--- config.mk ---
export PLATFORM = sky130hd
export DESIGN_NAME = ttbl_hitred
export DESIGN_NICKNAME = d
export VERILOG_FILES = /design/src/rtl/ttbl_pkg.sv /design/src/rtl/ttbl_hitred.sv
export SDC_FILE = /design/constraint.sdc
export NUM_CORES = 1
export LEC_CHECK = 0
export BUFFER_PORTS_ARGS = -buffer_cell sky130_fd_sc_hd__buf_4
export CAP_MARGIN = 5
export CORE_AREA = 5 5 197 199
export CTS_BUF_LIST = sky130_fd_sc_hd__clkbuf_8
export DETAILED_ROUTE_END_ITERATION = 6
export DIE_AREA = 0 0 202 204
export GPL_ROUTABILITY_DRIVEN = 0
export PLACE_DENSITY = 0.37
export SLEW_MARGIN = 20
export SYNTH_ARGS = -nofsm -noshare
export SYNTH_HDL_FRONTEND = slang
export SYNTH_SLANG_ARGS = --single-unit
--- constraint.sdc ---
create_clock -name clock -period 0.95 [get_ports clock]
set_clock_uncertainty 0.1 [all_clocks]
set_input_delay 0.095 -clock clock [delete_from_list [all_inputs] [get_ports clock]]
set_output_delay 0.095 -clock clock [all_outputs]
set_load 0.02 [all_outputs]
--- src/rtl/ttbl_pkg.sv ---
// Shared constants, command and status codes, and cell control type
// for the tracked identifier set table. No dependencies.
package ttbl_pkg;

   localparam int CAPACITY = 512;
   localparam int ID_BITS  = 22;
   localparam int IDX_W    = (CAPACITY > 1) ? $clog2(CAPACITY) : 1;
   localparam int CNT_W    = $clog2(CAPACITY + 1);
   localparam int CMD_W    = 2;
   localparam int STAT_W   = 3;

   // hit reduction: first level ORs groups of GRP_SIZE match bits
   localparam int GRP_SIZE = 32;
   localparam int NUM_GRP  = (CAPACITY + GRP_SIZE - 1) / GRP_SIZE;

   localparam logic [CMD_W-1:0] CMD_LOOKUP = 2'd0;
   localparam logic [CMD_W-1:0] CMD_ADD    = 2'd1;
   localparam logic [CMD_W-1:0] CMD_REMOVE = 2'd2;
   localparam logic [CMD_W-1:0] CMD_CLEAR  = 2'd3;

   localparam logic [STAT_W-1:0] ST_OK       = 3'd0;
   localparam logic [STAT_W-1:0] ST_INVALID  = 3'd1;
   localparam logic [STAT_W-1:0] ST_EXISTS   = 3'd2;
   localparam logic [STAT_W-1:0] ST_FULL     = 3'd3;
   localparam logic [STAT_W-1:0] ST_NOTFOUND = 3'd4;

   // broadcast from the sequencer to every cell
   typedef struct packed {
      logic               cmp;         // capture compare result
      logic               add_wr;      // write ident at slot == count
      logic               wave_start;  // load shift token from match
      logic               wave_step;   // advance shift wave one cell
      logic [ID_BITS-1:0] ident;
      logic [CNT_W-1:0]   count;
   } cell_ctl_type;

endpackage

--- src/rtl/ttbl_hitred.sv ---
// Two-level registered OR of the per-cell match flags.
// Depends on ttbl_pkg.
module ttbl_hitred import ttbl_pkg::*; (
   input  logic                clock,
   input  logic [CAPACITY-1:0] match,
   output logic                hit
);

   logic [NUM_GRP*GRP_SIZE-1:0] match_pad;
   logic [NUM_GRP-1:0]          grp_ff, grp_in;
   logic                        hit_ff;

   assign match_pad = (NUM_GRP*GRP_SIZE)'(match);

   always_comb begin
      for (int g = 0; g < NUM_GRP; g++) begin
         grp_in[g] = |match_pad[g*GRP_SIZE +: GRP_SIZE];
      end
   end

   always_ff @(posedge clock) begin
      grp_ff <= grp_in;
      hit_ff <= |grp_ff;
   end

   assign hit = hit_ff;

endmodule

; Yosys cells after proc, flatten, opt, wreduce, memory -nomap -nowiden
; Cells that the tools add are included.
[totals]
register_bits = 17
input_bits = 513
output_inout_bits = 1
[op_classes]
n_reduce_logical = 17
[ops]
columns = operator, count
row1 = 32-bit OR reduction, 16
row2 = 16-bit OR reduction, 1

; Logic depth before layout (Yosys ltp)
; Gate-level depths: netlist (run 1).
[depth]
depth_word = 1
mapped_depth = 3
depth_no_buf = 3

; Least setup slack after synthesis (run 1)
; No wires, ideal clock.
[synth_timing]
kind = input-to-reg
start = input match[28]
end = register grp_ff[0]
t_arrival_ns = 0.656
t_required_ns = 0.730
path_slack_ns = 0.074
path_stages = 3
n_path_buf = 0
cell_sequence = nor4_1 > nand4_1 > or2_1
[synth_via]
elab_chain_len = 1
[synth_lines]
columns = element, line
row1 = start: declaration, ttbl_hitred.sv:5  ; input logic [CAPACITY-1:0] match,
row2 = 32-bit OR reduction, ttbl_hitred.sv:17  ; grp_in[g] = |match_pad[g*GRP_SIZE +: GRP_SIZE];
row3 = via grp_in[0], ttbl_hitred.sv:10  ; logic [NUM_GRP-1:0] grp_ff, grp_in;
row4 = end signal: assignment, ttbl_hitred.sv:22  ; grp_ff <= grp_in;
row5 = end: declaration, ttbl_hitred.sv:10
; The timed path passes the listed nets, and every way through them passes these cells.

; Worst setup path after layout (run 1)
[layout_timing]
start = register grp_ff[9]
end = register hit_ff (netlist: hit)
[layout_via]
elab_chain_len = 1
[layout_lines]
columns = element, line
row1 = 16-bit OR reduction, ttbl_hitred.sv:23  ; hit_ff <= |grp_ff;
row2 = end signal: assignment, ttbl_hitred.sv:23
row3 = end: declaration, ttbl_hitred.sv:11  ; logic hit_ff;
; Every way passes these cells.

==> impl_metrics.json, run 1 <==
{
  "maxCapViolations": 0,
  "instances_no_fill": 1198,
  "whs_path_depth": 4,
  "fin_crit_sh": 1.17,
  "grt_pass1_wl_mm": 26.0,
  "start_util": 0.0425,
  "cp-start-kind": "register",
  "cts_max_path_buffers": 2,
  "worstRegToRegCells": 3,
  "synthDistinctLibCells": 5,
  "worstPathRequired_ps": 990,
  "critical_path_peak_fanout": 1,
  "min_from": "match[214]",
  "power_frac_seq": 0.220,
  "htreeDepth": 1,
  "comb_power_share": 0.589,
  "yosysSeqAreaShare": 0.216,
  "critPathSlowestCell": "dfxtp_2",
  "timing.rr.start": "grp_ff[9]$_DFF_P_",
  "first_pass_iters": 4,
  "finalHoldViolations": 1,
  "post_drt_wl_per_cell_um": 16.2,
  "synthFlopType": "dfxtp_1",
  "dp_cells": 1194,
  "fmax_mhz": 900,
  "synthArstFlopShare": 0,
  "tns_ps": -236,
  "vias": 4045,
  "synthTopCellsByCount": "nor4_1, nand4_1, dfxtp_1, nor4_2, or2_1",
  "drtIter0Drc": 84,
  "cts_tree": "yes",
  "overflow": 0,
  "syn-instance-count": 198,
  "yosysWarnings": 0,
  "switchingPower_uw": 829,
  "drcViolationCount": 0,
  "holdWs_ps": -3.38,
  "crit_path_max_incr_delay_ps": 340,
  "synth_fp_nets": 711,
  "vdd_drop_max_v": 0.000341,
  "ys_seq_elements": 17,
  "fin_nets": 1238,
  "leakagePower_nw": 2.78,
  "antenna_cells": 0,
  "syn-cell-area_sq_mm": 0.00157,
  "synth_area_leader_cell": "nor4_1",
  "track_usage": 0.0833,
  "root_buffer": "clkbuf_8",
  "routed_wl_mm": 19.4,
  "dieArea_sq_mm": 0.0412,
  "via_per_inst": 3.38,
  "drive_gt1_frac": 0.772,
  "internal-power_mw": 2.41,
  "io_pins": 514,
  "synth_edf_count": 0,
  "arrival_ps": 1150,
  "cts_inserted_buffers": 3,
  "synth_area_leaders": "nor4_1, dfxtp_1, nand4_1, nor4_2, or2_1",
  "pwr-share-clk": 0.192,
  "end_kind": "register",
  "dp_hpwl_mm": 18.1,
  "die_y_um": 204,
  "relSlewSlack": 0.712,
  "antenna_found_initial": 0,
  "period_minus_slack_ps": 1110,
  "path_cells": "nor4_4 -> buf_4 -> nand4_1",
  "synth_top_area_frac": 0.461,
  "worst_pin_slew_ps": 429,
  "fin_ws_ps": -161,
  "area_growth_pct": 299,
  "hp-class": "input pin to register",
  "rsz0062_at_grt": "yes",
  "cp-startpoint": "grp_ff[9]$_DFF_P_",
  "clk_pin_slew_ps": 80,
  "fin_area_sq_mm": 0.00627,
  "switching_share": 0.256,
  "pwr_density_cell_mw_per_mm2": 516,
  "violations": "negative hold slack, negative setup slack",
  "slew_violations": 0,
  "clkSinkCount": 17,
  "rows": 71,
  "grt_max_degree": 10,
  "core_area_sq_mm": 0.0370,
  "status": "complete, but fails checks",
  "avgSynthCellArea_sq_um": 7.94,
  "place_area_sq_mm": 0.00608,
  "rrSetupSlack_ps": -160,
  "setup_violations": 5,
  "die_width_um": 202,
  "clkLatencyLatePin_ps": 270,
  "yosysMostFrequentCell": "nor4_1",
  "postRouteAntennaNets": 0,
  "grt_pass1_vias": 4747,
  "crit_type": "register to register",
  "port_buffers": 513
}
-- worst paths after layout --
kind / to
setup / recovery: hit$_DFF_P_
hold / removal: grp_ff[6]$_DFF_P_
setup reg to reg: hit$_DFF_P_
hold reg to reg: hit$_DFF_P_
-- cells in the final DEF (no fill, tap or decap) --
cell type / instances
buf_4: 520
buf_6: 2
clkbuf_8: 3
dfxtp_1: 15
dfxtp_2: 2
inv_1: 1
nand4_1: 33
nor4_1: 100
nor4_2: 28
nor4_4: 4
or2_1: 16
-- cells by family (layout without fill, tap and decap cells) --
logic type,Yosys count,after routing,share of synthesized area
flops,17,17,0.216
simple gates,181,181,0.784
buf+inv,0,526,0
-- layout make-up --
class,count,area (sq um)
clock buffer,3,41.3
clock inverter,1,3.75
fill,4207,30800
multi-input combinational,181,1370
sequential,17,343
tap,474,593
timing repair buffer,522,3930
-- power groups by stage --
stage / clock [mW] / sequential [mW] / combinational (mW)
2_1_floorplan: 0 / 0.729 / 0.107
3_3_place_gp: 0 / 0.729 / 1.86
3_5_place_dp: 0 / 0.729 / 1.87
4_1_cts: 0.732 / 0.712 / 1.89
5_1_grt: 0.743 / 0.712 / 2.03
6_report: 0.620 / 0.712 / 1.91
-- through the flow --
| stage | total power [mW] | util | setup WS (ps) |
|---|---|---|---|
| 2_1_floorplan | 0.836 | - | 74.2 |
| 3_3_place_gp | 2.59 | 0.164 | -449 |
| 3_5_place_dp | 2.60 | 0.164 | -449 |
| 4_1_cts | 3.34 | 0.167 | -229 |
| 5_1_grt | 3.48 | 0.169 | -259 |
| 6_report | 3.24 | 0.169 | -161 |
-- worst max-delay path: cells and delay by family (launching register included) --
kind / cells / cell delay (ps)
and+or+nand+nor: 2 / 370
DFF: 1 / 340
buffers and inverters: 1 / 170
-- registers in the layout (all words and copies together), names as in the netlist --
signal / count
grp_ff: 16
hit: 1
-- what timing repair did --
item,CTS,global route
endpoints found under the hold margin,5,2
pin swaps,5,3
endpoints found under the setup margin,7,9
gates resized for setup,12,12
buffers inserted,0,0
-- metal layers --
layer	vias up	track usage	wire, um
met5	-	0	0
met2	316	0.167	10600
met3	27	0.0233	2010
met1	1727	0.0790	6090
li1	1975	-	-
met4	0	0.0342	684
Note: power is estimated with default switching activity, not from simulation.
==> inputs of run 2 (changes only) <==
--- a/config.mk
+++ b/config.mk
@@ -5,14 +5,16 @@
 export SDC_FILE = /design/constraint.sdc
 export NUM_CORES = 1
 export LEC_CHECK = 0
+export ABC_AREA = 1
 export BUFFER_PORTS_ARGS = -buffer_cell sky130_fd_sc_hd__buf_4
 export CAP_MARGIN = 5
-export CORE_AREA = 5 5 197 199
+export CORE_AREA = 5 5 195 197
 export CTS_BUF_LIST = sky130_fd_sc_hd__clkbuf_8
 export DETAILED_ROUTE_END_ITERATION = 6
-export DIE_AREA = 0 0 202 204
+export DIE_AREA = 0 0 200 202
 export GPL_ROUTABILITY_DRIVEN = 0
-export PLACE_DENSITY = 0.37
+export PLACE_DENSITY = 0.42
+export SETUP_SLACK_MARGIN = 0.3
 export SLEW_MARGIN = 20
 export SYNTH_ARGS = -nofsm -noshare
 export SYNTH_HDL_FRONTEND = slang
==> run 2 against run 1 <==
Against the previous run: the run still ends with negative hold slack, negative setup slack left; worst hold slack worse by 3.5 ps; sequential cell count stayed put; clock power rose by 5.8%; maximum frequency up 14%.
==> impl_metrics.json, run 2 <==
{
  "grt_pass1_wl_mm": 29.0,
  "path_cells": "buf_6",
  "tns_ps": -22.4,
  "yosysWarnings": 0,
  "yosysMostFrequentCell": "inv_1",
  "instances_no_fill": 1742,
  "drtIter0Drc": 138,
  "whs_path_depth": 5,
  "synth_xor_area_frac": 0,
  "yosys.area_share.simple": 0.601,
  "end_kind": "output port",
  "avgSynthCellArea_sq_um": 4.33,
  "crit_path_max_incr_delay_ps": 370,
  "relSlewSlack": 0.887,
  "min_to": "grp_ff[10]$_DFF_P_",
  "synth_edf_count": 0,
  "synth_mux_area_frac": 0,
  "timing.critical_path.buf_inv": 1,
  "routed_wl_mm": 21.1,
  "rows": 70,
  "cts_inserted_buffers": 3,
  "fin_util": 0.223,
  "cts_max_path_buffers": 2,
  "maxCapViolations": 0,
  "vdd_drop_max_v": 0.000384,
  "holdWs_ps": -6.84,
  "period_minus_slack_ps": 972,
  "status": "complete, but fails checks",
  "vias": 5578,
  "first_pass_iters": 4,
  "grt_max_degree": 11,
  "dp_cells": 1738,
  "final_cell_mix": "buf_4, inv_1, nor2_1",
  "via_per_inst": 3.20,
  "min_from": "match[349]",
  "root_buffer": "clkbuf_8",
  "synthFlopType": "dfxtp_1",
  "track_usage": 0.0931,
  "timing.rr.start": "grp_ff[7]$_DFF_P_",
  "dieArea_sq_mm": 0.0404,
  "synthDistinctLibCells": 7,
  "postRouteAntennaNets": 0,
  "drcViolationCount": 0,
  "clk_pin_slew_ps": 100,
  "grt_util_met2": 0.187,
  "syn-cell-area_sq_mm": 0.00326,
  "post_drt_wl_per_cell_um": 12.1,
  "synth_fp_nets": 1265,
  "leakagePower_nw": 4.83,
  "met1_usage": 0.0963,
  "synth_compound_area_frac": 0,
  "synthArstFlopShare": 0,
  "post_cts_buffers": 0,
  "yosysSeqAreaShare": 0.104,
  "largest_reg_flops": 16,
  "core_area_sq_mm": 0.0361,
  "htreeDepth": 1,
  "top_register": "grp_ff",
  "clkLatencyLatePin_ps": 280,
  "crit_type": "register to output port",
  "synth_area_leader_cell": "inv_1",
  "final_common_cell": "buf_4",
  "slew_violations": 0,
  "rrSetupSlack_ps": 40,
  "worstPathRequired_ps": 750,
  "overflow": 0,
  "critical_path.top_delay_family": "flip-flops",
  "cts_tree": "yes",
  "synth_top_area_frac": 0.295,
  "total_power_mw": 3.67,
  "die_width_um": 200,
  "synth_top_family_by_area": "simple AND/OR/NAND/NOR gates",
  "rsz0062_at_grt": "yes",
  "synth_area_leaders": "inv_1, nor2_1, nand2_1, dfxtp_1, and2_1",
  "grt_pass1_vias": 5759,
  "synthTopCellsByCount": "inv_1, nor2_1, nand2_1, and2_1, dfxtp_1",
  "critical_path_peak_fanout": 1,
  "die_y_um": 202,
  "cp-start-kind": "register",
  "pwr_density_cell_mw_per_mm2": 455,
  "drive_gt1_frac": 0.478,
  "setup_violations": 1,
  "r2r_end": "hit$_DFF_P_",
  "violations": "negative hold slack, negative setup slack",
  "port_buffers": 513,
  "ys_seq_elements": 17,
  "worst_pin_slew_ps": 169,
  "busiest_layer": "met2",
  "arrival_ps": 780,
  "pre_cts_ws_ps": -253,
  "dp_hpwl_mm": 19.9,
  "io_pins": 514,
  "clkSinkCount": 17,
  "antenna_cells": 0,
  "use_met3": 0.0230,
  "hp-class": "input pin to register",
  "fin_ws_ps": -22.4,
  "start_util": 0.0903,
  "syn-instance-count": 752,
  "synth_fa_ha_area_frac": 0,
  "critPathSlowestCell": "dfxtp_4",
  "fin_nets": 1788,
  "area_growth_pct": 147,
  "worstRegToRegCells": 5,
  "antenna_found_initial": 0,
  "finalHoldViolations": 1,
  "fmax_mhz": 1030,
  "fin_crit_sh": 1.02
}
run 2: worst max path at each step:
stage / from / endpoint / slack, ps / cells past startpoint
6_report: hit$_DFF_P_ / hit / -20 / 1
5_1_grt: hit$_DFF_P_ / hit / -80 / 1
4_1_cts: hit$_DFF_P_ / hit / -80 / 1
3_5_place_dp: match[431] / grp_ff[13]$_DFF_P_ / -250 / 6
3_3_place_gp: match[431] / grp_ff[13]$_DFF_P_ / -270 / 6
2_1_floorplan: grp_ff[15]$_DFF_P_ / hit$_DFF_P_ / 190 / 4
run 2: final cells by class:
type                    instances  area [sq um]
fillers                      4181         28000
well taps                     468           586
flip-flops and latches         17           344
repair buffers                518          3950
inverters                     256           963
multi-input cells             479          2180
clock buffers                   3          41.3
clock inverters                 1          5.00
run 2: per-stage QoR:
stage          hold slack [ps]  area (sq um)
6_report                 -6.84          8060
5_1_grt                  -1.26          8060
4_1_cts                  -37.1          7900
3_5_place_dp               286          7730
3_3_place_gp               293          7730
2_1_floorplan              171          3260
run 2: power breakdown:
group          internal, mW  total, mW   switching, mW
sequential            0.709      0.709  0.000000000197
combinational          1.59       2.30           0.707
clock                 0.294      0.656           0.362
run 2: timing repair:
item | CTS | global route
hold endpoints to repair | 7 | 1
pin swaps | 17 | 40
resized for setup | 42 | 61
setup endpoints to repair | 7 | 11
run 2: routing by layer:
layer	wire length [um]	vias up
met3	2210	10
met2	11300	287
li1	-	3076
met4	254	0
met5	0	-
met1	7350	2205
run 2: cell families after synthesis:
logic type    count (synthesis)
simple gates                479
flops                        17
buf+inv                     256
