`config.mk`:
```
export PLATFORM = sky130hd
export DESIGN_NAME = ttbl_cell
export DESIGN_NICKNAME = d
export VERILOG_FILES = /design/src/rtl/ttbl_pkg.sv /design/src/rtl/ttbl_cell.sv
export SDC_FILE = /design/constraint.sdc
export NUM_CORES = 1
export LEC_CHECK = 0
export ABC_AREA = 1
export BUFFER_PORTS_ARGS = -buffer_cell sky130_fd_sc_hd__buf_2
export CAP_MARGIN = 20
export CORE_ASPECT_RATIO = 0.7
export CORE_MARGIN = 5
export CORE_UTILIZATION = 46
export DETAILED_ROUTE_END_ITERATION = 10
export GPL_TIMING_DRIVEN = 0
export HOLD_SLACK_MARGIN = 0.12
export PLACE_DENSITY = 0.83
export SLEW_MARGIN = 15
export SYNTH_ARGS = -nofsm -noshare
export SYNTH_HDL_FRONTEND = slang
export SYNTH_SLANG_ARGS = --single-unit
```
`constraint.sdc`:
```
create_clock -name clock -period 3.2 [get_ports clock]
set_input_delay 0.96 -clock clock [delete_from_list [all_inputs] [get_ports clock]]
set_output_delay 0.96 -clock clock [all_outputs]
set_load 0.01 [all_outputs]
```
`src/rtl/ttbl_pkg.sv`:
```
// Shared constants, command and status codes, and cell control type
// for the tracked identifier set table. No dependencies.
package ttbl_pkg;

   localparam int CAPACITY = 512;
   localparam int ID_BITS  = 22;
   localparam int IDX_W    = (CAPACITY > 1) ? $clog2(CAPACITY) : 1;
   localparam int CNT_W    = $clog2(CAPACITY + 1);
   localparam int CMD_W    = 2;
   localparam int STAT_W   = 3;

   // hit reduction: first level ORs groups of GRP_SIZE match bits
   localparam int GRP_SIZE = 32;
   localparam int NUM_GRP  = (CAPACITY + GRP_SIZE - 1) / GRP_SIZE;

   localparam logic [CMD_W-1:0] CMD_LOOKUP = 2'd0;
   localparam logic [CMD_W-1:0] CMD_ADD    = 2'd1;
   localparam logic [CMD_W-1:0] CMD_REMOVE = 2'd2;
   localparam logic [CMD_W-1:0] CMD_CLEAR  = 2'd3;

   localparam logic [STAT_W-1:0] ST_OK       = 3'd0;
   localparam logic [STAT_W-1:0] ST_INVALID  = 3'd1;
   localparam logic [STAT_W-1:0] ST_EXISTS   = 3'd2;
   localparam logic [STAT_W-1:0] ST_FULL     = 3'd3;
   localparam logic [STAT_W-1:0] ST_NOTFOUND = 3'd4;

   // broadcast from the sequencer to every cell
   typedef struct packed {
      logic               cmp;         // capture compare result
      logic               add_wr;      // write ident at slot == count
      logic               wave_start;  // load shift token from match
      logic               wave_step;   // advance shift wave one cell
      logic [ID_BITS-1:0] ident;
      logic [CNT_W-1:0]   count;
   } cell_ctl_type;

endpackage

```
`src/rtl/ttbl_cell.sv`:
```
// One slot of the set: holds an identifier, a match flag and the shift token.
// Depends on ttbl_pkg.
module ttbl_cell import ttbl_pkg::*; (
   input  logic               clock,
   input  logic               reset,
   input  cell_ctl_type       ctl,
   input  logic [IDX_W-1:0]   idx,
   input  logic [ID_BITS-1:0] next_id,
   input  logic               tok_prev,
   output logic [ID_BITS-1:0] id_out,
   output logic               match,
   output logic               tok
);

   logic [ID_BITS-1:0] slot_ff;
   logic               match_ff;
   logic               tok_ff, tok_in;
   logic               live;
   logic               at_tail;

   assign live    = CNT_W'(idx) < ctl.count;
   assign at_tail = CNT_W'(idx) == ctl.count;

   always_comb begin
      tok_in = tok_ff;
      if (ctl.wave_start) begin
         tok_in = match_ff;
      end else if (ctl.wave_step) begin
         tok_in = tok_prev;
      end
   end

   always_ff @(posedge clock) begin
      if (reset) begin
         tok_ff <= 1'b0;
      end else begin
         tok_ff <= tok_in;
      end
   end

   always_ff @(posedge clock) begin
      if (ctl.cmp) begin
         match_ff <= live && (slot_ff == ctl.ident);
      end
      if (ctl.add_wr && at_tail) begin
         slot_ff <= ctl.ident;
      end else if (ctl.wave_step && tok_ff) begin
         slot_ff <= next_id;
      end
   end

   assign id_out = slot_ff;
   assign match  = match_ff;
   assign tok    = tok_ff;

endmodule

```
=== Yosys cells after proc, flatten, opt, wreduce, memory -nomap -nowiden ===
Index checks and enable logic that the tools add are counted.

* Register bits: 24
* Input bits: 70

* Order comparisons: 1
* Equal/unequal tests: 2
* Mux-type cells: 4
* Reduce and logical (&&, ||, !) cells: 5

{| class="wikitable"
|+ Operators with widths
! kind !! count
|-
| two-way mux 22 bit || 2
|-
| equality test 22 bit || 1
|-
| equality test 9 x 10 -> 1 bit || 1
|-
| less-than comparator 9 x 10 -> 1 bit || 1
|-
| nonzero test 2 bit || 2
|-
| logical AND 1 bit || 3
|-
| two-way mux 1 bit || 2
|}

=== Logic depth before layout (Yosys ltp) ===
Gate-level depths: netlist (run 1).

* Word-level depth: 3
* Gate-level depth with buffers: 9
* Mapped depth without buffers: 9

=== Least setup slack after synthesis (run 1) ===
No wires, ideal clock.

* Path kind: input-to-reg
* From: input ctl[8] (netlist bit)
* To: register slot_ff[0], in the netlist id_out[0], enable pin
* Library setup time: 0.379 ns
* Data arrival time: 2.362 ns
* Data required time: 2.821 ns
* Setup slack: 0.459 ns
* Stages: 8
* Buffers on the path: 1
* Path through: inv_1 ha_1 inv_1 nor2_2 and3_4 nand3_4 buf_6 nand2_1

* Longest elaborated chain between the ends: 3

{| class="wikitable"
|+ Ends and longest elaborated chain
! what !! RTL line !! text
|-
| start, declared || ttbl_cell.sv:6 || <nowiki>input cell_ctl_type ctl,</nowiki>
|-
| equality test 9 x 10 -> 1 bit || ttbl_cell.sv:22 || <nowiki>assign at_tail = CNT_W'(idx) == ctl.count;</nowiki>
|-
| logical AND 1 bit || ttbl_cell.sv:45 || <nowiki>if (ctl.add_wr && at_tail) begin</nowiki>
|-
| nonzero test 2 bit (no source line) || n/a ||
|-
| end signal, assigned || ttbl_cell.sv:46 || <nowiki>slot_ff <= ctl.ident;</nowiki>
|-
| end signal, assigned || ttbl_cell.sv:48 || <nowiki>slot_ff <= next_id;</nowiki>
|-
| end, declared || ttbl_cell.sv:15 || <nowiki>logic [ID_BITS-1:0] slot_ff;</nowiki>
|}

No other way between the ends.
A chain may end at the register's enable or synchronous reset.

=== Worst setup path in the final report (run 1) ===
Ends and elaborated chain as after synthesis.

==> flow_metrics.env, run 1 <==
export IMPL_status="complete, no violations"
export IMPL_antenna_found_initial=0
export IMPL_yosys_top_cells_area="edfxtp_1 37%, nand2_1 15%, inv_1 11%"
export IMPL_clk_pin_slew_worst_paths_ns=0.09
export IMPL_slew_headroom=0.362
export IMPL_insertion_delay_ns=0.26
export IMPL_dr_pass1_iters=4
export IMPL_wire_per_inst_um=11.5
export IMPL_grtUsageTotal=0.163
export IMPL_synth_area_mm2=0.00187
export IMPL_holdCritPathClass="reg2reg"
export IMPL_hold_path_depth=3
export IMPL_cts_max_level=1
export IMPL_yosysMostFrequentCell="nand2_1"
export IMPL_timing_hold_ws_ns=0.624
export IMPL_synth_xor_area_share=0.00468
export IMPL_synthMuxAreaShare=0.00601
export IMPL_ys_ff_latch=24
export IMPL_hold_viol=0
export IMPL_powerDensity_mw_per_mm2=320
export IMPL_layout_drive_gt1_share=0.431
export IMPL_grt_pass1_vias=1675
export IMPL_ctsHoldBuffers=0
export IMPL_timing_fmax_mhz=347
export IMPL_vias=1744
export IMPL_cp_max_fo=22
export IMPL_cts_resized=0
export IMPL_die_area_mm2=0.00547
export IMPL_finalSetupViolCount=0
export IMPL_rsz0062_at_grt="no"
export IMPL_synth_top_flop_cell="edfxtp_1"
export IMPL_fill_cells=378
export IMPL_cts_tree="built"
export IMPL_antenna_cells=0
export IMPL_finalInstanceArea_mm2=0.00247
export IMPL_peakVddDrop_v=0.000326
export IMPL_placed_area_mm2=0.00240
export IMPL_drt_total_wl_um=4490
export IMPL_syn_inst=242
export IMPL_grt_overflow=0
export IMPL_yosysWarnings=0
export IMPL_synthArstFlopShare=0
export IMPL_numCtsBuffers=3
export IMPL_finalSetupTns_ns=0
export IMPL_maxCapViolations=0
export IMPL_worstPathCellList="buf_2 -> inv_1 -> ha_1 -> inv_1 -> nor2_2 -> and3_4 -> nand3_4 -> buf_6 -> nand2_1"
export IMPL_p_total_uw=791
export IMPL_end_kind="flop"
export IMPL_synth_seq_area_share=0.379
export IMPL_die_y_um=63.4
export IMPL_syn_nets=321
export IMPL_drtIter0Drc=96
export IMPL_clock_skew_ns=0.00348
export IMPL_numClockSinks=24
export IMPL_cts_max_path_buffers=2
export IMPL_yosysTopAreaCell="edfxtp_1"
export IMPL_cp_top_family="simple AND/OR/NAND/NOR gates"
export IMPL_nets=419
export IMPL_crit_cells=9
export IMPL_power_leakage_nw=1.43
export IMPL_fp_coreArea_mm2=0.00392
export IMPL_gp_congestion=0.800
export IMPL_die_x_um=86.3
export IMPL_synthTopCellsByCount="74 x nand2_1, 55 x inv_1, 23 x edfxtp_1, 22 x o21ai_2"
export IMPL_setup_worst_path_class="in2reg"
export IMPL_dp_hpwl_um=3740
export IMPL_crit_required_ns=3.09
export IMPL_synth_simple_gate_area_frac=0.291
export IMPL_synth_edf_count=23
export IMPL_crit_path_top_delay_cell="nand2_1"
export IMPL_synthAdderAreaFrac=0.0601
export IMPL_grt_max_degree=23
export IMPL_worst_slew_pin_transition_ns=0.955
export IMPL_area_delta_synth_final_pct=32.1
export IMPL_critPathMaxStageDelay_ns=0.71
export IMPL_synth_compound_area_share=0.124
export IMPL_final_core_util=0.631
export IMPL_clock_tree_root_cell="clkbuf_8"
export IMPL_crit_top_cell="inv_1"
export IMPL_row_count=19
export IMPL_io_pins=94
export IMPL_cp_num_buf_inv=4
export IMPL_arrival_ns=2.78
export IMPL_reg2regPathDepth=2
export IMPL_synthDominantCellAreaShare=0.369
export IMPL_period_needed_ns=2.88
export IMPL_syn_mean_instance_area_um2=7.74
export IMPL_cts_setup_buffers=0
export IMPL_drv_slew=0
export IMPL_grt_pass1_wl_um=7200
export IMPL_timing_final_crit_share=0.901
export IMPL_synth_top_family_by_area="simple AND/OR/NAND/NOR gates"
export IMPL_vias_per_cell=4.46
export IMPL_start_util=0.478
export IMPL_ys_types=22
export IMPL_postRouteAntennaNets=0
export IMPL_drc=0
export IMPL_critPathLaunchType="input pin"
export IMPL_io_buffers=93
==> final timing paths <==
check / from / endpoint / slack (ns)
min reg2reg: tok$_SDFFE_PP0P_ / tok$_SDFFE_PP0P_ / 0.62
min: tok$_SDFFE_PP0P_ / tok$_SDFFE_PP0P_ / 0.62
max reg2reg: tok$_SDFFE_PP0P_ / id_out[0]$_DFFE_PP_ / 1.73
max: ctl[8] / id_out[0]$_DFFE_PP_ / 0.32
==> area by class of cell <==
class	instances	area (µm²)	area share
Multi-Input combinational cell	159	911	0.368
Sequential cell	24	711	0.287
Timing Repair Buffer	93	465	0.188
Inverter	55	206	0.0834
Tap cell	52	65.1	0.0263
Buffer	4	45.0	0.0182
Clock buffer	3	41.3	0.0167
Clock inverter	1	30.0	0.0121
==> per-stage QoR <==
step | setup slack, ns | instances
3_5_place_dp | -0.0256 | 387
3_3_place_gp | -0.0282 | 387
6_report | 0.315 | 391
2_1_floorplan | 0.459 | 242
4_1_cts | 0.258 | 391
5_1_grt | 0.158 | 391
==> report_power, final <==
part           internal [mW]  switching [mW]  total [mW]
clock                  0.167          0.0999       0.267
combinational         0.0752          0.0853       0.161
sequential             0.357         0.00669       0.364
==> flip-flops by register name, summed over array words and instances (netlist names) <==
register / flops
tok: 1
match: 1
id_out: 22
==> cells in the final DEF (no fill, tap or decap), drive strengths merged <==
cell type,Yosys,final
dfxtp,1,1
nor2,20,20
a21o,1,1
ha,9,9
mux2,1,1
o21ai,26,26
a21oi,1,1
edfxtp,23,23
nand3,6,6
nand4,1,1
o21bai,1,1
nand2,91,91
clkbuf,0,3
and3,1,1
inv,55,55
bufinv,0,1
buf,4,97
xor2,1,1
==> tightest hold or removal path, stage by stage, from the launching register on <==
cell	delay (ns)
dfxtp_1	0.35
mux2_2	0.15
o21ai_0	0.06
inv_1	0.04
==> metal layers <==
layer / wire [µm] / part of all wire / up-vias / GRT usage
li1: - / - / 938 / -
met1: 1950 / 0.43 / 750 / 0.211
met2: 2090 / 0.47 / 54 / 0.276
met3: 436 / 0.097 / 2 / 0.0495
met4: 11 / 0.0025 / 0 / 0.0175
met5: 0 / 0 / - / 0
==> kinds of logic (layout without fill, tap and decap cells) <==
| family | Yosys count | in the layout |
|---|---|---|
| AO/OA/AOI/OAI | 29 | 29 |
| multiplexers | 1 | 1 |
| buffers and inverters | 59 | 156 |
| AND/OR/NAND/NOR | 119 | 119 |
| adder cells (fa/ha/maj) | 9 | 9 |
| flip-flops | 24 | 24 |
| XOR/XNOR | 1 | 1 |
Note: power is estimated with default switching activity, not from simulation.
==> run 2, diff against run 1 <==
--- a/config.mk
+++ b/config.mk
@@ -15,5 +15,5 @@
 export GPL_TIMING_DRIVEN = 0
 export HOLD_SLACK_MARGIN = 0.12
-export PLACE_DENSITY = 0.83
+export PLACE_DENSITY = 0.8
 export SLEW_MARGIN = 15
 export SYNTH_ARGS = -nofsm -noshare
==> constraint.sdc (replaced) <==
create_clock -name clock -period 3.2 [get_ports clock]
set_input_delay 0.96 -clock clock [delete_from_list [all_inputs] [get_ports clock]]
set_output_delay 0.96 -clock clock [all_outputs]
set_load 0.02 [all_outputs]
==> flow_metrics.env, run 2 (synthesis gave the netlist of run 1 again) <==
export IMPL_status="complete, no violations"
export IMPL_drc=0
export IMPL_dr_pass1_iters=4
export IMPL_numCtsBuffers=3
export IMPL_cp_max_fo=22
export IMPL_power_switching_uw=198
export IMPL_peakVddDrop_v=0.000242
export IMPL_grt_pass1_wl_um=7360
export IMPL_finalSetupViolCount=0
export IMPL_final_core_util=0.627
export IMPL_nets=419
export IMPL_drv_slew=0
export IMPL_drtIter0Drc=49
export IMPL_cts_max_level=1
export IMPL_worstPathCellList="buf_2 -> inv_1 -> ha_1 -> inv_1 -> nor2_2 -> and3_4 -> nand3_4 -> buf_6 -> nand2_1"
export IMPL_vias=1767
export IMPL_die_y_um=63.4
export IMPL_io_pins=94
export IMPL_start_util=0.478
export IMPL_period_needed_ns=2.89
export IMPL_crit_path_top_delay_cell="nand2_1"
export IMPL_final_cell_mix="93 x buf_2, 74 x nand2_1, 55 x inv_1"
export IMPL_timing_final_crit_share=0.903
export IMPL_io_buffers=93
export IMPL_grt_overflow=0
export IMPL_grt_use_met3=0.0456
export IMPL_use_met1=0.220
export IMPL_swShare=0.267
export IMPL_critPathMaxStageDelay_ns=0.70
export IMPL_die_area_mm2=0.00547
export IMPL_insertion_delay_ns=0.27
export IMPL_postRouteAntennaNets=0
export IMPL_cts_resized=0
export IMPL_area_delta_synth_final_pct=31.3
export IMPL_timing_fmax_mhz=346
export IMPL_mostFrequentLayoutCell="buf_2"
export IMPL_cts_setup_buffers=0
export IMPL_p_comb_frac=0.227
export IMPL_numClockSinks=24
export IMPL_largest_reg_flops=22
export IMPL_rsz0062_at_grt="no"
export IMPL_cts_tree="built"
export IMPL_clock_tree_root_cell="clkbuf_8"
export IMPL_layout_drive_gt1_share=0.431
export IMPL_p_clk_frac=0.282
export IMPL_powerDensity_mw_per_mm2=301
export IMPL_crit_top_cell="inv_1"
export IMPL_setup_worst_path_class="in2reg"
export IMPL_p_seq_frac=0.492
export IMPL_clock_skew_ns=0.00840
export IMPL_intPower_uw=542
export IMPL_wire_per_inst_um=11.4
export IMPL_worst_slew_pin_transition_ns=0.944
export IMPL_maxCapViolations=0
export IMPL_end_kind="flop"
export IMPL_arrival_ns=2.78
export IMPL_gp_congestion=0.750
export IMPL_critPathLaunchType="input pin"
export IMPL_grt_pass1_vias=1714
export IMPL_row_count=19
export IMPL_vias_per_cell=4.52
export IMPL_use_met2=0.280
export IMPL_drt_total_wl_um=4450
export IMPL_slew_headroom=0.369
export IMPL_power_leakage_nw=1.42
export IMPL_dp_hpwl_um=3750
export IMPL_ctsHoldBuffers=0
export IMPL_holdCritPathClass="reg2reg"
export IMPL_die_x_um=86.3
export IMPL_antenna_found_initial=0
export IMPL_crit_required_ns=3.09
export IMPL_grt_busiest_layer="met2"
export IMPL_grt_max_degree=23
export IMPL_p_total_uw=740
export IMPL_cts_max_path_buffers=2
export IMPL_grtUsageTotal=0.168
export IMPL_antenna_cells=0
export IMPL_hold_viol=0
export IMPL_clk_pin_slew_worst_paths_ns=0.08
export IMPL_fp_coreArea_mm2=0.00392
[run 2: cell types whose count changed in the layout (fill, tap and decap cells not counted), sizes merged]
cell	previous run	this run
bufinv	1	0
clkbuf	3	4
[run 2: metal layers]
metal,part of all wire,up-vias
li1,-,937
met1,0.45,768
met2,0.45,60
met3,0.091,2
met4,0.0038,0
met5,0,-
[run 2: power by group through the flow]
stage          combinational (mW)  clock, mW  sequential [mW]
5_1_grt                     0.192      0.228            0.366
3_3_place_gp                0.164          0            0.370
6_report                    0.168      0.209            0.364
2_1_floorplan              0.0854          0            0.382
3_5_place_dp                0.169          0            0.371
4_1_cts                     0.170      0.213            0.364
[run 2: cell type report]
class / count / area, µm²
fill: 383 / 1460
multi-input combinational: 159 / 911
sequential: 24 / 711
timing repair buffer: 93 / 465
inverter: 55 / 206
tap: 52 / 65.1
clock buffer: 4 / 55.1
buffer: 4 / 45.0
[run 2: critical path, delay by kind of cell]
kind	cells	cell delay [ns]
simple gates	4	1.20
fa+ha+maj	1	0.27
buf+inv	4	0.34
[run 2: path summary, 6_finish.rpt]
| kind | startpoint | end | slack [ns] | cells past startpoint |
|---|---|---|---|---|
| max | ctl[8] | id_out[6]$_DFFE_PP_ | 0.31 | 9 |
| min | tok$_SDFFE_PP0P_ | tok$_SDFFE_PP0P_ | 0.63 | 3 |
| max reg2reg | tok$_SDFFE_PP0P_ | id_out[6]$_DFFE_PP_ | 1.74 | 2 |
| min reg2reg | tok$_SDFFE_PP0P_ | tok$_SDFFE_PP0P_ | 0.63 | 3 |
[run 2: per-stage QoR]
step	setup WS (ns)	hold WS (ns)	instance area (µm²)	cells	TNS (ns)
after floorplan	0.459	0.706	1870	242	0
after global routing	0.146	0.688	2460	391	0
after CTS	0.275	0.627	2460	391	0
final	0.310	0.625	2460	391	0
after detailed placement	-0.0152	0.604	2400	387	-0.315
after global placement	-0.0175	0.575	2400	387	-0.368
==> run 3, diff against run 2 <==
--- a/config.mk
+++ b/config.mk
@@ -11,9 +11,10 @@
 export CORE_ASPECT_RATIO = 0.7
 export CORE_MARGIN = 5
-export CORE_UTILIZATION = 46
+export CORE_UTILIZATION = 47
+export CTS_BUF_LIST = sky130_fd_sc_hd__clkbuf_8
 export DETAILED_ROUTE_END_ITERATION = 10
 export GPL_TIMING_DRIVEN = 0
 export HOLD_SLACK_MARGIN = 0.12
-export PLACE_DENSITY = 0.8
+export PLACE_DENSITY = 0.82
 export SLEW_MARGIN = 15
 export SYNTH_ARGS = -nofsm -noshare
==> constraint.sdc (replaced) <==
create_clock -name clock -period 3.2 [get_ports clock]
set_input_delay 0.96 -clock clock [delete_from_list [all_inputs] [get_ports clock]]
set_output_delay 0.96 -clock clock [all_outputs]
set_load 0.01 [all_outputs]
==> flow_metrics.env, run 3 (synthesis gave the netlist of run 1 again) <==
export IMPL_status="complete, no violations"
export IMPL_area_delta_synth_final_pct=31.3
export IMPL_cts_resized=0
export IMPL_arrival_ns=2.78
export IMPL_die_x_um=85.5
export IMPL_cts_max_path_buffers=2
export IMPL_maxCapViolations=0
export IMPL_peakVddDrop_v=0.000187
export IMPL_gp_congestion=0.804
export IMPL_layout_drive_gt1_share=0.431
export IMPL_vias_per_cell=4.48
export IMPL_antenna_found_initial=0
export IMPL_register_area_um2=711
export IMPL_worst_slew_pin_transition_ns=0.948
export IMPL_timing_final_crit_share=0.902
export IMPL_period_needed_ns=2.89
export IMPL_nets=419
export IMPL_wl_met1_um=1970
export IMPL_setup_worst_path_class="in2reg"
export IMPL_multiInputGateArea_um2=911
export IMPL_clock_tree_root_cell="clkbuf_8"
export IMPL_hold_path_endpoint="tok$_SDFFE_PP0P_"
export IMPL_vias=1750
export IMPL_hold_viol=0
export IMPL_mostFrequentLayoutCell="buf_2"
export IMPL_grt_max_degree=23
export IMPL_cts_max_level=1
export IMPL_numClockSinks=24
export IMPL_die_area_mm2=0.00537
export IMPL_fp_coreArea_mm2=0.00387
export IMPL_ff2ff_setup_slack_ns=1.73
export IMPL_reg2regPathDepth=2
export IMPL_hold_path_depth=4
export IMPL_clock_skew_ns=0.00160
export IMPL_io_buffers=93
export IMPL_powerDensity_mw_per_mm2=295
export IMPL_cts_setup_buffers=0
export IMPL_insertion_delay_ns=0.26
export IMPL_drt_total_wl_um=4360
export IMPL_holdCritStartpoint="match$_DFFE_PP_"
export IMPL_cp_max_fo=22
export IMPL_met2_length_um=1960
export IMPL_slew_headroom=0.366
export IMPL_critPathLaunchType="input pin"
export IMPL_ctsHoldBuffers=0
export IMPL_finalInstanceArea_mm2=0.00246
export IMPL_cts_tree="built"
export IMPL_final_core_util=0.634
export IMPL_start_util=0.483
export IMPL_grt_pass1_wl_um=7270
export IMPL_crit_required_ns=3.09
export IMPL_top_layer="met4"
export IMPL_die_y_um=62.8
export IMPL_antenna_cells=0
export IMPL_timing_hold_ws_ns=0.632
export IMPL_grt_overflow=0
export IMPL_drv_slew=0
export IMPL_rsz0062_at_grt="no"
export IMPL_holdCritPathClass="reg2reg"
export IMPL_end_kind="flop"
export IMPL_timing_fmax_mhz=347
export IMPL_regToRegStartpoint="tok$_SDFFE_PP0P_"
export IMPL_largest_reg_flops=22
export IMPL_clk_pin_slew_worst_paths_ns=0.08
export IMPL_postRouteAntennaNets=0
export IMPL_grtUsageTotal=0.165
export IMPL_final_cell_mix="93 x buf_2, 74 x nand2_1, 55 x inv_1"
export IMPL_wire_per_inst_um=11.2
export IMPL_power_leakage_nw=1.42
export IMPL_dp_hpwl_um=3720
export IMPL_row_count=19
export IMPL_fill_cells=364
export IMPL_drc=0
export IMPL_placed_area_mm2=0.00240
export IMPL_wl_met3_um=404
export IMPL_dr_pass1_iters=4
export IMPL_numCtsBuffers=3
export IMPL_grt_pass1_vias=1708
export IMPL_reg2reg_to="id_out[4]$_DFFE_PP_"
export IMPL_io_pins=94
export IMPL_drtIter0Drc=44
export IMPL_finalSetupViolCount=0
run 3: cell counts in the layout (fill, tap and decap cells not counted):
No cell type changed its count.
run 3: critical path: stages:
cell and delay [ns]:
buf_2 0.08, inv_1 0.04, ha_1 0.27, inv_1 0.04, nor2_2 0.13, and3_4 0.22, nand3_4 0.13, buf_6 0.19
nand2_1 0.70
run 3: where the power goes:
group / leakage [nW] / internal (mW) / switching, mW
sequential: 0.220 / 0.357 / 0.00671
combinational: 1.17 / 0.0752 / 0.0843
clock: 0.0288 / 0.110 / 0.0930
total: 1.42 / 0.542 / 0.184
run 3: how the worst max path moves through the flow:
stage / from / endpoint / slack (ns) / cells after the start
after floorplan: ctl[8] / id_out[0]$_DFFE_PP_ / 0.46 / 8
after global placement: ctl[8] / id_out[2]$_DFFE_PP_ / 0.01 / 9
after detailed placement: ctl[8] / id_out[20]$_DFFE_PP_ / -0.02 / 9
after CTS: ctl[8] / id_out[7]$_DFFE_PP_ / 0.27 / 9
after global routing: ctl[8] / id_out[7]$_DFFE_PP_ / 0.13 / 9
final: ctl[8] / id_out[4]$_DFFE_PP_ / 0.31 / 9
run 3: through the flow:
step / setup slack (ns) / power [mW] / instances / TNS [ns]
final: 0.314 / 0.726 / 391 / 0
after global routing: 0.129 / 0.769 / 391 / 0
after CTS: 0.266 / 0.735 / 391 / 0
after detailed placement: -0.0185 / 0.532 / 387 / -0.387
after global placement: 0.0121 / 0.526 / 387 / 0
after floorplan: 0.459 / 0.460 / 242 / 0
run 3: area by class of cell:
type	count	area share
multi-input cells	159	0.370
flip-flops and latches	24	0.289
repair buffers	93	0.189
inverters	55	0.0840
well taps	52	0.0265
clock buffers	4	0.0224
plain buffers	4	0.0183
run 3: layer usage:
layer	track usage	vias up
met3	0.0461	2
met2	0.267	65
met4	0.0237	0
met1	0.223	749
li1	-	934
met5	0	-
